`src/rtl/erd_pkg.sv`:
```
package erd_pkg;

  localparam int unsigned DATA_W     = 8;
  localparam int unsigned FLEN_W     = 16;
  localparam int unsigned STATUS_W   = 3;
  localparam int unsigned LEN_BITS_D = 16;

  localparam logic [DATA_W-1:0] ESC_LO = 8'h00;
  localparam logic [DATA_W-1:0] ESC_HI = 8'hFF;

  typedef enum logic [STATUS_W-1:0] {
    ST_OK       = 3'd0,
    ST_DONE     = 3'd1,
    ST_OVERSIZE = 3'd2,
    ST_OVERFLOW = 3'd3,
    ST_NOCOUNT  = 3'd4,
    ST_SHORT    = 3'd5
  } status_t;

  typedef struct packed {
    logic [DATA_W-1:0] data_byte;
    logic              first;
    logic [FLEN_W-1:0] compressed_len;
    logic [FLEN_W-1:0] expected_len;
  } item_t;

  typedef struct packed {
    logic [DATA_W-1:0] value;
    logic [DATA_W-1:0] repeat_res;
    status_t           status;
    logic              last;
  } res_t;

endpackage

```
`src/rtl/erd_dec.sv`:
```
module erd_dec #(
  parameter int unsigned LEN_BITS = erd_pkg::LEN_BITS_D
) (
  input  logic           clk,
  input  logic           rst_n,
  input  logic           fire,
  input  erd_pkg::item_t item,
  output logic           has_res,
  output erd_pkg::res_t  res
);

  logic                        raw_mode_r, raw_mode_nxt;
  logic                        await_r, await_nxt;
  logic [erd_pkg::DATA_W-1:0]  esc_r, esc_nxt;
  logic [LEN_BITS-1:0]         inl_r, inl_nxt;
  logic [LEN_BITS-1:0]         outl_r, outl_nxt;
  logic                        stopped_r, stopped_nxt;

  logic [LEN_BITS-1:0]         clen_w, elen_w;
  logic [LEN_BITS-1:0]         b_ext;
  logic [LEN_BITS-1:0]         il_dec;
  logic [LEN_BITS-1:0]         ol_sub;
  logic                        go;
  logic [erd_pkg::DATA_W-1:0]  b;

  generate
    if (LEN_BITS >= erd_pkg::FLEN_W) begin : g_wide
      assign clen_w = LEN_BITS'(item.compressed_len);
      assign elen_w = LEN_BITS'(item.expected_len);
    end else begin : g_narrow
      assign clen_w = item.compressed_len[LEN_BITS-1:0];
      assign elen_w = item.expected_len[LEN_BITS-1:0];
    end
  endgenerate

  assign b     = item.data_byte;
  assign b_ext = LEN_BITS'(b);

  always_comb begin
    raw_mode_nxt   = raw_mode_r;
    await_nxt      = await_r;
    esc_nxt        = esc_r;
    inl_nxt        = inl_r;
    outl_nxt       = outl_r;
    stopped_nxt    = stopped_r;
    has_res        = 1'b0;
    res.value      = '0;
    res.repeat_res = '0;
    res.status     = erd_pkg::ST_OK;
    go             = 1'b0;
    il_dec         = '0;
    ol_sub         = '0;

    if (item.first) begin
      stopped_nxt  = 1'b0;
      await_nxt    = 1'b0;
      esc_nxt      = '0;
      inl_nxt      = clen_w;
      outl_nxt     = elen_w;
      raw_mode_nxt = (clen_w == elen_w);
      if (clen_w > elen_w) begin
        has_res    = 1'b1;
        res.status = erd_pkg::ST_OVERSIZE;
      end else if (clen_w == '0) begin
        has_res    = 1'b1;
        res.status = (elen_w == '0) ? erd_pkg::ST_DONE : erd_pkg::ST_SHORT;
      end else begin
        go = 1'b1;
      end
    end else if (!stopped_r) begin
      go = 1'b1;
    end

    if (go) begin
      il_dec  = inl_nxt - LEN_BITS'(1);
      inl_nxt = il_dec;
      has_res = 1'b1;
      if (raw_mode_nxt) begin
        outl_nxt       = outl_nxt - LEN_BITS'(1);
        res.value      = b;
        res.repeat_res = erd_pkg::DATA_W'(1);
        res.status     = (il_dec == '0) ? erd_pkg::ST_DONE : erd_pkg::ST_OK;
      end else if (await_nxt) begin
        await_nxt = 1'b0;
        res.value = esc_nxt;
        if (b_ext > outl_nxt) begin
          res.repeat_res = outl_nxt[erd_pkg::DATA_W-1:0];
          res.status     = erd_pkg::ST_OVERFLOW;
        end else begin
          ol_sub         = outl_nxt - b_ext;
          outl_nxt       = ol_sub;
          res.repeat_res = b;
          if (il_dec != '0) begin
            res.status = erd_pkg::ST_OK;
          end else begin
            res.status = (ol_sub == '0) ? erd_pkg::ST_DONE : erd_pkg::ST_SHORT;
          end
        end
      end else if (outl_nxt == '0) begin
        res.value  = b;
        res.status = erd_pkg::ST_OVERFLOW;
      end else begin
        ol_sub         = outl_nxt - LEN_BITS'(1);
        outl_nxt       = ol_sub;
        res.value      = b;
        res.repeat_res = erd_pkg::DATA_W'(1);
        if (b == erd_pkg::ESC_LO || b == erd_pkg::ESC_HI) begin
          if (il_dec == '0) begin
            res.status = erd_pkg::ST_NOCOUNT;
          end else begin
            await_nxt  = 1'b1;
            esc_nxt    = b;
            res.status = erd_pkg::ST_OK;
          end
        end else if (il_dec != '0) begin
          res.status = erd_pkg::ST_OK;
        end else begin
          res.status = (ol_sub == '0) ? erd_pkg::ST_DONE : erd_pkg::ST_SHORT;
        end
      end
    end

    res.last = has_res && (res.status != erd_pkg::ST_OK);
    if (res.last) begin
      stopped_nxt = 1'b1;
      await_nxt   = 1'b0;
    end
  end

  always_ff @(posedge clk) begin
    if (!rst_n) begin
      raw_mode_r <= 1'b0;
      await_r    <= 1'b0;
      esc_r      <= '0;
      inl_r      <= '0;
      outl_r     <= '0;
      stopped_r  <= 1'b1;
    end else if (fire) begin
      raw_mode_r <= raw_mode_nxt;
      await_r    <= await_nxt;
      esc_r      <= esc_nxt;
      inl_r      <= inl_nxt;
      outl_r     <= outl_nxt;
      stopped_r  <= stopped_nxt;
    end
  end

  a_idle_silent: assert property (@(posedge clk) disable iff (!rst_n)
    (fire && stopped_r && !item.first) |-> !has_res)
    else $error("result from a stopped block");

  a_last_stops: assert property (@(posedge clk) disable iff (!rst_n)
    (fire && has_res && res.last) |=> (stopped_r && !await_r))
    else $error("block not stopped after final result");

  a_await_not_raw: assert property (@(posedge clk) disable iff (!rst_n)
    await_r |-> (!raw_mode_r && !stopped_r))
    else $error("count pending in raw or stopped block");

  a_esc_code: assert property (@(posedge clk) disable iff (!rst_n)
    await_r |-> (esc_r == erd_pkg::ESC_LO || esc_r == erd_pkg::ESC_HI))
    else $error("pending escape value is not an escape code");

endmodule

```
`src/rtl/escape_rle_decoder.sv`:
```
// Escape run-length decoder. One compressed byte is taken per cycle while
// in_stall is low; a transaction with in_first high also loads the
// compressed and expected lengths and starts a block. Each byte yields at
// most one result: the byte value, the number of copies to write, a status
// and a last flag that marks the end of a block (done or any error). Runs
// behind 0x00 or 0xFF are reported as a count, not expanded. Bytes arriving
// after a block has ended are dropped until the next in_first. Throughput
// is one byte per cycle while out_stall is low, set by the single per-byte
// update of the decoder state; a byte passes the input register, then the
// result register, which drives out_valid. A stalled result holds the input
// register; in_stall rises once both are full and out_stall is high.
module escape_rle_decoder #(
  parameter int unsigned LEN_BITS = erd_pkg::LEN_BITS_D
) (
  input  logic                          clk,
  input  logic                          rst_n,
  input  logic                          in_valid,
  output logic                          in_stall,
  input  logic [erd_pkg::DATA_W-1:0]    in_data_byte,
  input  logic                          in_first,
  input  logic [erd_pkg::FLEN_W-1:0]    in_compressed_len,
  input  logic [erd_pkg::FLEN_W-1:0]    in_expected_len,
  output logic                          out_valid,
  input  logic                          out_stall,
  output logic [erd_pkg::DATA_W-1:0]    out_value,
  output logic [erd_pkg::DATA_W-1:0]    out_repeat_res,
  output logic [erd_pkg::STATUS_W-1:0]  out_status,
  output logic                          out_last
);

  logic           in_vld_r;
  erd_pkg::item_t item_r;
  logic           out_vld_r;
  erd_pkg::res_t  res_r;
  logic           adv;
  logic           in_acc;
  logic           has_res;
  erd_pkg::res_t  res;

  assign adv      = in_vld_r && (!out_vld_r || !out_stall);
  assign in_stall = in_vld_r && !adv;
  assign in_acc   = in_valid && !in_stall;

  always_ff @(posedge clk) begin
    if (!rst_n) begin
      in_vld_r <= 1'b0;
    end else if (in_acc) begin
      in_vld_r <= 1'b1;
    end else if (adv) begin
      in_vld_r <= 1'b0;
    end
  end

  always_ff @(posedge clk) begin
    if (in_acc) begin
      item_r.data_byte      <= in_data_byte;
      item_r.first          <= in_first;
      item_r.compressed_len <= in_compressed_len;
      item_r.expected_len   <= in_expected_len;
    end
  end

  erd_dec #(
    .LEN_BITS(LEN_BITS)
  ) u_dec (
    .clk     (clk),
    .rst_n   (rst_n),
    .fire    (adv),
    .item    (item_r),
    .has_res (has_res),
    .res     (res)
  );

  always_ff @(posedge clk) begin
    if (!rst_n) begin
      out_vld_r <= 1'b0;
    end else if (adv) begin
      out_vld_r <= has_res;
    end else if (!out_stall) begin
      out_vld_r <= 1'b0;
    end
  end

  always_ff @(posedge clk) begin
    if (adv && has_res) begin
      res_r <= res;
    end
  end

  assign out_valid      = out_vld_r;
  assign out_value      = res_r.value;
  assign out_repeat_res = res_r.repeat_res;
  assign out_status     = res_r.status;
  assign out_last       = res_r.last;

endmodule

```
`config.mk`:
```
export PLATFORM = sky130hd
export DESIGN_NAME = escape_rle_decoder
export DESIGN_NICKNAME = d
export VERILOG_FILES = /design/src/rtl/erd_pkg.sv /design/src/rtl/erd_dec.sv /design/src/rtl/escape_rle_decoder.sv
export SDC_FILE = /design/constraint.sdc
export NUM_CORES = 1
export LEC_CHECK = 0
export ABC_CLOCK_PERIOD_IN_PS = 5100
export BUFFER_PORTS_ARGS = -buffer_cell sky130_fd_sc_hd__clkbuf_2
export CORE_MARGIN = 4
export CORE_UTILIZATION = 54
export CTS_CLUSTER_DIAMETER = 100
export DETAILED_ROUTE_END_ITERATION = 12
export PLACE_DENSITY = 0.74
export SKIP_CTS_REPAIR_TIMING = 1
export SYNTH_ARGS = -nofsm -noshare
export SYNTH_HDL_FRONTEND = slang
export SYNTH_SLANG_ARGS = --single-unit
```
`constraint.sdc`:
```
create_clock -name clk -period 5.1 [get_ports clk]
set_input_delay 0.255 -clock clk [delete_from_list [all_inputs] [get_ports clk]]
set_output_delay 0.255 -clock clk [all_outputs]
set_load 0.03 [all_outputs]
```
==> results.toml, run 1 <==
[timing]
finalCriticalPeriod_ps = 4460
slew_headroom_pct = 23.5
clock.fmax_ghz = 0.224
finalSetupTns_ps = 0
period_share_pct = 87.5
setup_viol = 0
clock_skew_ps = 11.7
tightest_slew_ps = 1140
rsz0062_at_grt = "no"
hold_viol = 0
maxSlewViolCount = 0

[place]
dp_hpwl_um = 15600
dp.cells = 1004
io_buffers = 66
gp_congestion = 0.978

[detailed_routing]
wl_met1_um = 9200
final_antenna_net_count = 0
initialDrtViolationCount = 1035
via_count = 6717
dr.pass1.iters = 5
totalWireLength_um = 21300
wl_met3_um = 2060
wl_per_cell_um = 20.9
met2_length_um = 9660
top_layer = "met4"
drc_errors = 0
vias_per_cell = 6.59

[pwr]
p_int_uw = 1480
p_clk_share_pct = 30.4
p_sw_uw = 700
p_per_area_nw_per_um2 = 279
max-vdd-ir-drop_uv = 346
power_leakage_uw = 0.00297
power.share.sequential_pct = 46.6
combPwrFrac_pct = 23.0
swShare_pct = 32.1

[synthesis]
dominantRegCellSynth = "edfxtp_1"
synthCells = 803
syn_avg_cell_area_um2 = 8.87
ys_types = 89
ys_async_sr_fraction_pct = 0
synth-seq-cells = 106
synth_area_um2 = 7120
synth_nets = 878
yosysTopAreaCell = "edfxtp_1"
yosysMostFrequentCell = "nand2_1"
synth_edf_count = 61
synthTopCellsByArea = "edfxtp_1, dfxtp_1, ha_1, a21oi_1, nand2_1"
synth-seq-area-share_pct = 38.4
yosys_warnings = 0
netlist_top_cells_count = "nand2_1, a21oi_1, edfxtp_1"
synth_top_cell_area_share_pct = 25.7

[critical_path]
cpPeakStageDelay_ps = 740
slowest_stage = "edfxtp_1"
endpoint_kind = "flop"
crit_buf_inv = 2
critical_path_class = "flop to flop"
crit_family = "compound AO/OA/AOI/OAI gates"
critPathRequiredTime_ps = 5360
critPathMaxFanout = 26
arrival_ps = 4730
cpMostUsedCell = "nand2_1"
worstPathCellList = "buf_4 -> mux2_2 -> inv_1 -> ha_1 -> fa_1 -> nand2b_1 -> a211o_1 -> a21o_1 -> nand2_1 -> nand2_1 -> o311ai_0 -> o211ai_1 -> a21oi_1"
start_kind = "flop"

[global_routing]
grt_pass1_vias = 6365
grt_max_degree = 56
grt_usage_pct = 28.8
grt_first_pass_wirelength_um = 33700
antenna_found_initial = 0
overflow = 0

[clock_network]
clock_latency_ps = 350
cts_tree = "done"
ctsHtreeMaxLevel = 3
cts.path.max_buffers = 2
root_buffer = "clkbuf_16"
clk_pin_slew_worst_paths_ps = 70
numCtsBuffers = 9
cts_sinks = 106

[floorplan]
core_um2 = 12800
initial_core_util_pct = 55.8
ios = 67
std_cell_rows = 41
die_area_um2 = 15100
fp.dieH_um = 123
dieWidth_um = 123

[final_layout]
antenna_cells = 0
fin_cells = 1020
drive_gt1_share_pct = 14.6
nets = 918
area_growth_pct = 9.47

[run_status]
status = "completed"

[job]
cap_violations = 0

[min_path]
hold_class = "input port to flop"
-- per-layer routing --
| metal | up-vias | GRT usage [%] |
|---|---|---|
| met3 | 41 | 5.85 |
| met5 | - | 0 |
| met1 | 3189 | 39.6 |
| met4 | 0 | 9.52 |
| met2 | 396 | 45.4 |
| li1 | 3091 | - |
-- metrics by stage --
| step | setup slack, ps | instance area (µm²) | util (%) | hold slack, ps | total power (µW) |
|---|---|---|---|---|---|
| final | 636 | 7800 | 61.1 | 69.9 | 2180 |
| after CTS | 762 | 7800 | 61.1 | 64.7 | 2170 |
| after global placement | 908 | 7520 | 58.9 | 432 | 1500 |
| after floorplan | 791 | 7120 | - | 354 | 1370 |
| after global routing | 362 | 7800 | 61.1 | 62.8 | 2270 |
| after detailed placement | 786 | 7520 | 58.9 | 434 | 1510 |
-- registers in the layout (all words and copies together), names as in the netlist, 3 cells and up --
register / cells
u_dec.outl_r: 16
u_dec.esc_r: 8
out_status: 3
out_value: 8
u_dec.inl_r: 16
item_r: 41
out_repeat_res: 8
-- cell type report --
type | instances | area, µm²
multi-input combinational | 613 | 4030
sequential | 106 | 2730
timing repair buffer | 76 | 405
clock buffer | 10 | 229
tap | 172 | 215
clock inverter | 6 | 50.0
fill | 1090 | 4970
inverter | 37 | 139
-- cell usage in the layout, fill, tap and decap left out, types with 4 or more instances in the layout --
cell type / count
o21a_1: 7
nand2_1: 86
and2_1: 8
o211ai_1: 9
nor4_1: 20
o21ai_0: 53
a31oi_1: 14
buf_4: 10
inv_1: 36
a211oi_1: 16
clkbuf_16: 9
nor3_1: 32
clkbuf_2: 66
xnor2_1: 25
dfxtp_1: 45
or3_1: 5
a21oi_1: 68
a22oi_1: 4
nor4b_1: 5
mux2_2: 11
a221oi_1: 6
nor3b_1: 6
xor2_1: 6
nand3_1: 17
nand4_1: 18
mux2i_1: 26
edfxtp_1: 61
nand2b_1: 4
nor2b_1: 6
ha_1: 29
nor2_1: 49
-- power groups by stage --
stage	clock (µW)	combinational, µW	sequential [µW]
5_1_grt	706	547	1020
3_5_place_dp	0	483	1030
4_1_cts	672	488	1010
3_3_place_gp	0	472	1030
6_report	663	500	1020
2_1_floorplan	0	364	1010
-- final timing paths --
path                        startpoint                to  slack [ps]  cells past startpoint
setup / recovery            item_r[32]  u_dec.outl_r[15]         640                     13
hold / removal    in_compressed_len[3]        item_r[19]          70                      1
setup reg to reg            item_r[32]  u_dec.outl_r[15]         640                     13
hold reg to reg       u_dec.outl_r[15]  u_dec.outl_r[15]         460                      2
-- logic make-up after synthesis --
logic type / synth area share, %
AO/OA/AOI/OAI: 20.2
AND/OR/NAND/NOR: 21.5
adder cells (fa/ha/maj): 5.37
flip-flops: 38.4
buffers and inverters: 5.22
multiplexers: 5.60
XOR/XNOR: 3.81
Power figures use the tool's default switching activity.
==> run 2, diff against run 1 <==
- SYNTH_HIERARCHICAL: unset -> 1
==> results.toml, run 2 <==
[run_status]
status = "completed"

[timing]
finalSetupTns_ps = 0
slew_headroom_pct = 21.3
fin_hold_ws_ps = 70.7
setup_viol = 0
clock.fmax_ghz = 0.230
clock_skew_ps = 8.35
finalCriticalPeriod_ps = 4350
tightest_slew_ps = 1180
hold_viol = 0
rsz0062_at_grt = "no"
maxSlewViolCount = 0
period_share_pct = 85.3

[synthesis]
dominantRegCellSynth = "edfxtp_1"
synth_top_cell_area_share_pct = 25.7
synthTopCellsByArea = "edfxtp_1, dfxtp_1, ha_1, mux2i_1, nand2_1"
ys_async_sr_fraction_pct = 0
synth-seq-cells = 106
synth_edf_count = 61
yosysTopAreaCell = "edfxtp_1"
yosys_warnings = 6
synth_area_um2 = 7130
synth-seq-area-share_pct = 38.3
syn_avg_cell_area_um2 = 9.32
synth_nets = 841
ys_types = 94
synthCells = 765
netlist_top_cells_count = "edfxtp_1, nand2_1, nor2_1"

[detailed_routing]
wl_per_cell_um = 22.0
initialDrtViolationCount = 954
dr.pass1.iters = 7
totalWireLength_um = 21900
via_count = 6579
drc_errors = 0
vias_per_cell = 6.60
final_antenna_net_count = 0

[pwr]
combPwrFrac_pct = 23.5
p_per_area_nw_per_um2 = 280
p_clk_share_pct = 30.6
power.share.sequential_pct = 45.9
swShare_pct = 32.4
power_leakage_uw = 0.00310
total_power_uw = 2210
p_int_uw = 1490
p_sw_uw = 715
max-vdd-ir-drop_uv = 208

[floorplan]
dieWidth_um = 123
ios = 67
std_cell_rows = 41
core_um2 = 12800
die_area_um2 = 15100
fp.dieH_um = 123
initial_core_util_pct = 55.8

[global_routing]
grt_max_degree = 71
antenna_found_initial = 1
grt_first_pass_wirelength_um = 34100
grt_pass1_vias = 6136
grt_usage_pct = 29.8
overflow = 0

[place]
gp_congestion = 0.986
io_buffers = 66
dp_hpwl_um = 16500
postPlaceCellArea_um2 = 7610

[critical_path]
cp_num_cells = 11
critPathRequiredTime_ps = 5390
cpPeakStageDelay_ps = 880
critPathMaxFanout = 19
crit_buf_inv = 1
arrival_ps = 4650
endpoint_kind = "flop"
cpMostUsedCell = "nor2_1"
critical_path_class = "flop to flop"
rr_worst_depth = 11
start_kind = "flop"
crit_family = "compound AO/OA/AOI/OAI gates"
slowest_stage = "edfxtp_1"
worstPathCellList = "mux2i_1 -> inv_1 -> ha_1 -> a21o_1 -> a221o_1 -> nor2_1 -> and2_1 -> nor2_1 -> a221oi_1 -> a21boi_1 -> o21a_1"

[final_layout]
fill_cells = 1100
antenna_cells = 0
fin_area_um2 = 7890
largest_register = "item_r"
largest_reg_flops = 41
layout_common_cells = "clkbuf_2, nand2_1, edfxtp_1, nor2_1, dfxtp_1"
final_common_cell = "clkbuf_2"
largestRegisters = "item_r x41, u_dec/inl_r x16, u_dec/outl_r x16"
area_growth_pct = 10.7
post-route-util_pct = 61.7
nets = 896
drive_gt1_share_pct = 16.4

[clock_network]
root_buffer = "clkbuf_16"
cts_sinks = 106
cts_tree = "done"
cts.path.max_buffers = 2
ctsHtreeMaxLevel = 3
clock_latency_ps = 350
clk_pin_slew_worst_paths_ps = 70
numCtsBuffers = 9

[min_path]
hold_class = "input port to flop"
holdPathStages = 1

[job]
cap_violations = 0
==> run 2: cell types whose count changed after synthesis, moves of 7 or more <==
cell,delta
o22ai_1,+7
clkbuf_1,-12
a31oi_1,-7
nand2_1,-25
mux2_2,-9
a21oi_1,-23
a31o_1,+8
o21ai_0,-12
==> run 2: power groups by stage <==
| stage | Combinational (µW) | Clock (µW) | Sequential (µW) |
|---|---|---|---|
| 2_1_floorplan | 355 | 0 | 1020 |
| 3_3_place_gp | 494 | 0 | 1030 |
| 3_5_place_dp | 502 | 0 | 1030 |
| 4_1_cts | 505 | 686 | 1010 |
| 5_1_grt | 563 | 726 | 1020 |
| 6_report | 519 | 675 | 1010 |
==> run 2: worst paths after layout <==
| check | from | endpoint | slack (ps) |
|---|---|---|---|
| min | in_data_byte[7] | item_r[40] | 70 |
| max | item_r[32] | u_dec/outl_r[1] | 750 |
| max reg2reg | item_r[32] | u_dec/outl_r[1] | 750 |
| min reg2reg | u_dec/esc_r[6] | u_dec/esc_r[6] | 480 |
==> run 2: layout make-up <==
class	instances	area, µm²	area share [%]
inverters	40	150	1.90
flip-flops and latches	106	2730	34.6
well taps	172	215	2.73
clock buffers	12	246	3.12
clock inverters	4	33.8	0.428
multi-input cells	585	4080	51.7
repair buffers	78	433	5.49
==> run 2: cell families (layout without fill, tap and decap cells) <==
family          Yosys count  in the layout  synth area share, %
buf+inv                  74            134                 4.69
simple gates            272            272                 21.0
mux                      36             36                 5.30
flops                   106            106                 38.3
fa+ha+maj                31             31                 5.55
compound gates          216            216                 21.5
xor+xnor                 30             30                 3.69
==> run 2: per-stage QoR <==
stage	cells	worst slack, ps
global route	997	487
global placement	981	906
finish	997	749
CTS	997	823
detailed placement	981	860
floorplan	765	764
==> run 2: metal layers <==
metal	global-route usage (%)	part of all wire, %	up-vias
met3	7.14	11	55
met1	41.0	42	3124
met2	44.7	43	387
met5	0	0.064	-
met4	13.0	3.8	2
li1	-	-	3011
==> run 3, diff against run 2 <==
- CTS_BUF_LIST: unset -> sky130_fd_sc_hd__clkbuf_8
==> results.toml, run 3 (synthesis results as in run 2) <==
[timing]
clock_skew_ps = 9.25
maxSlewViolCount = 0
finalCriticalPeriod_ps = 4420
rsz0062_at_grt = "no"
tightest_slew_ps = 1170
setup_viol = 0
fin_hold_ws_ps = 21.8
period_share_pct = 86.7
finalSetupTns_ps = 0
slew_headroom_pct = 21.6
clock.fmax_ghz = 0.226
fin_ws_ps = 677
hold_viol = 0

[min_path]
holdPathStages = 1
holdPathEnd = "item_r[40]"
hp-start = "in_data_byte[7]"
hold_class = "input port to flop"

[critical_path]
arrival_ps = 4760
start_kind = "flop"
timing.rr.start = "item_r[32]"
r2r_slack_ps = 680
endpoint_kind = "flop"
r2r_end = "u_dec/outl_r[1]"
critPathMaxFanout = 19
critPathRequiredTime_ps = 5440
critical_path_class = "flop to flop"
rr_worst_depth = 11

[detailed_routing]
via_count = 6510
final_antenna_net_count = 0
initialDrtViolationCount = 922
wl_per_cell_um = 22.0
dr.pass1.iters = 7
vias_per_cell = 6.53
drc_errors = 0
totalWireLength_um = 21900

[pwr]
max-vdd-ir-drop_uv = 204
power_leakage_uw = 0.00306
p_per_area_nw_per_um2 = 260

[final_layout]
largest_reg_flops = 41
nets = 896
fin_area_um2 = 7790
seq_area_um2 = 2730
drive_gt1_share_pct = 16.4
fill_cells = 1106
antenna_cells = 0
largestRegisters = "item_r x41, u_dec/inl_r x16, u_dec/outl_r x16"
layout_common_cells = "clkbuf_2, nand2_1, edfxtp_1, nor2_1, dfxtp_1"
largest_register = "item_r"
multi_input_area_um2 = 4080
final_common_cell = "clkbuf_2"
area_growth_pct = 9.23

[global_routing]
antenna_found_initial = 1
overflow = 0
grt_pass1_vias = 6139
grt_usage_pct = 29.8
grt_first_pass_wirelength_um = 34000
grt_max_degree = 71

[floorplan]
initial_core_util_pct = 55.8
fp.dieH_um = 123
core_um2 = 12800
ios = 67
die_area_um2 = 15100
std_cell_rows = 41
dieWidth_um = 123

[place]
io_buffers = 66
postPlaceCellArea_um2 = 7610
gp_congestion = 0.986
dpl_worst_slack_ps = 860
dp_hpwl_um = 16500

[job]
cap_violations = 0

[clock_network]
numCtsBuffers = 9
root_buffer = "clkbuf_8"
clock_latency_ps = 400
cts_tree = "done"
ctsHtreeMaxLevel = 3
cts_sinks = 106
clk_pin_slew_worst_paths_ps = 100
cts.path.max_buffers = 2

[run_status]
status = "completed"
==> run 3: cell types whose count changed in the layout (fill, tap and decap cells not counted) <==
cell,previous run,this run
clkbuf_1,2,0
clkbuf_8,1,10
clkbuf_16,9,0
inv_1,39,41
==> run 3: how the worst max path moves through the flow <==
| stage | to | startpoint |
|---|---|---|
| after global routing | u_dec/outl_r[1] | item_r[32] |
| after global placement | u_dec/outl_r[1] | item_r[32] |
| final | u_dec/outl_r[1] | item_r[32] |
| after detailed placement | u_dec/outl_r[1] | item_r[32] |
| after CTS | u_dec/outl_r[1] | item_r[32] |
| after floorplan | out_last | item_r[32] |
==> run 3: per-stage QoR <==
step	total power, µW	util [%]	instances
5_1_grt	2130	61.0	997
2_1_floorplan	1370	-	765
3_5_place_dp	1530	59.6	981
6_report	2030	61.0	997
3_3_place_gp	1520	59.6	981
4_1_cts	2030	61.0	997
==> run 3: worst max-delay path: stages (launching register included) <==
cell,delay [ps]
edfxtp_1,900
mux2i_1,450
inv_1,150
ha_1,370
and2_1,200
a221o_1,370
nor2_1,310
and2_1,530
nor2_1,260
a221oi_1,440
a21boi_1,250
o21a_1,130
==> run 3: layout make-up <==
cell class / instances / share of cell area (%)
sequential: 106 / 35.1
timing repair buffer: 78 / 5.56
tap: 172 / 2.76
clock buffer: 10 / 1.77
inverter: 40 / 1.93
clock inverter: 6 / 0.530
multi-input combinational: 585 / 52.4
==> run 3: power breakdown <==
part           switching, µW  total [µW]  internal (µW)
Sequential              59.0        1010            952
Clock                    305         498            193
Combinational            332         519            186
==> run 3: layer usage <==
metal	vias up	global-route usage, %	share of wire, %
li1	3011	-	-
met1	3080	41.2	43
met2	364	44.1	43
met3	53	7.46	9.5
met4	2	13.4	3.9
met5	-	0	0.059
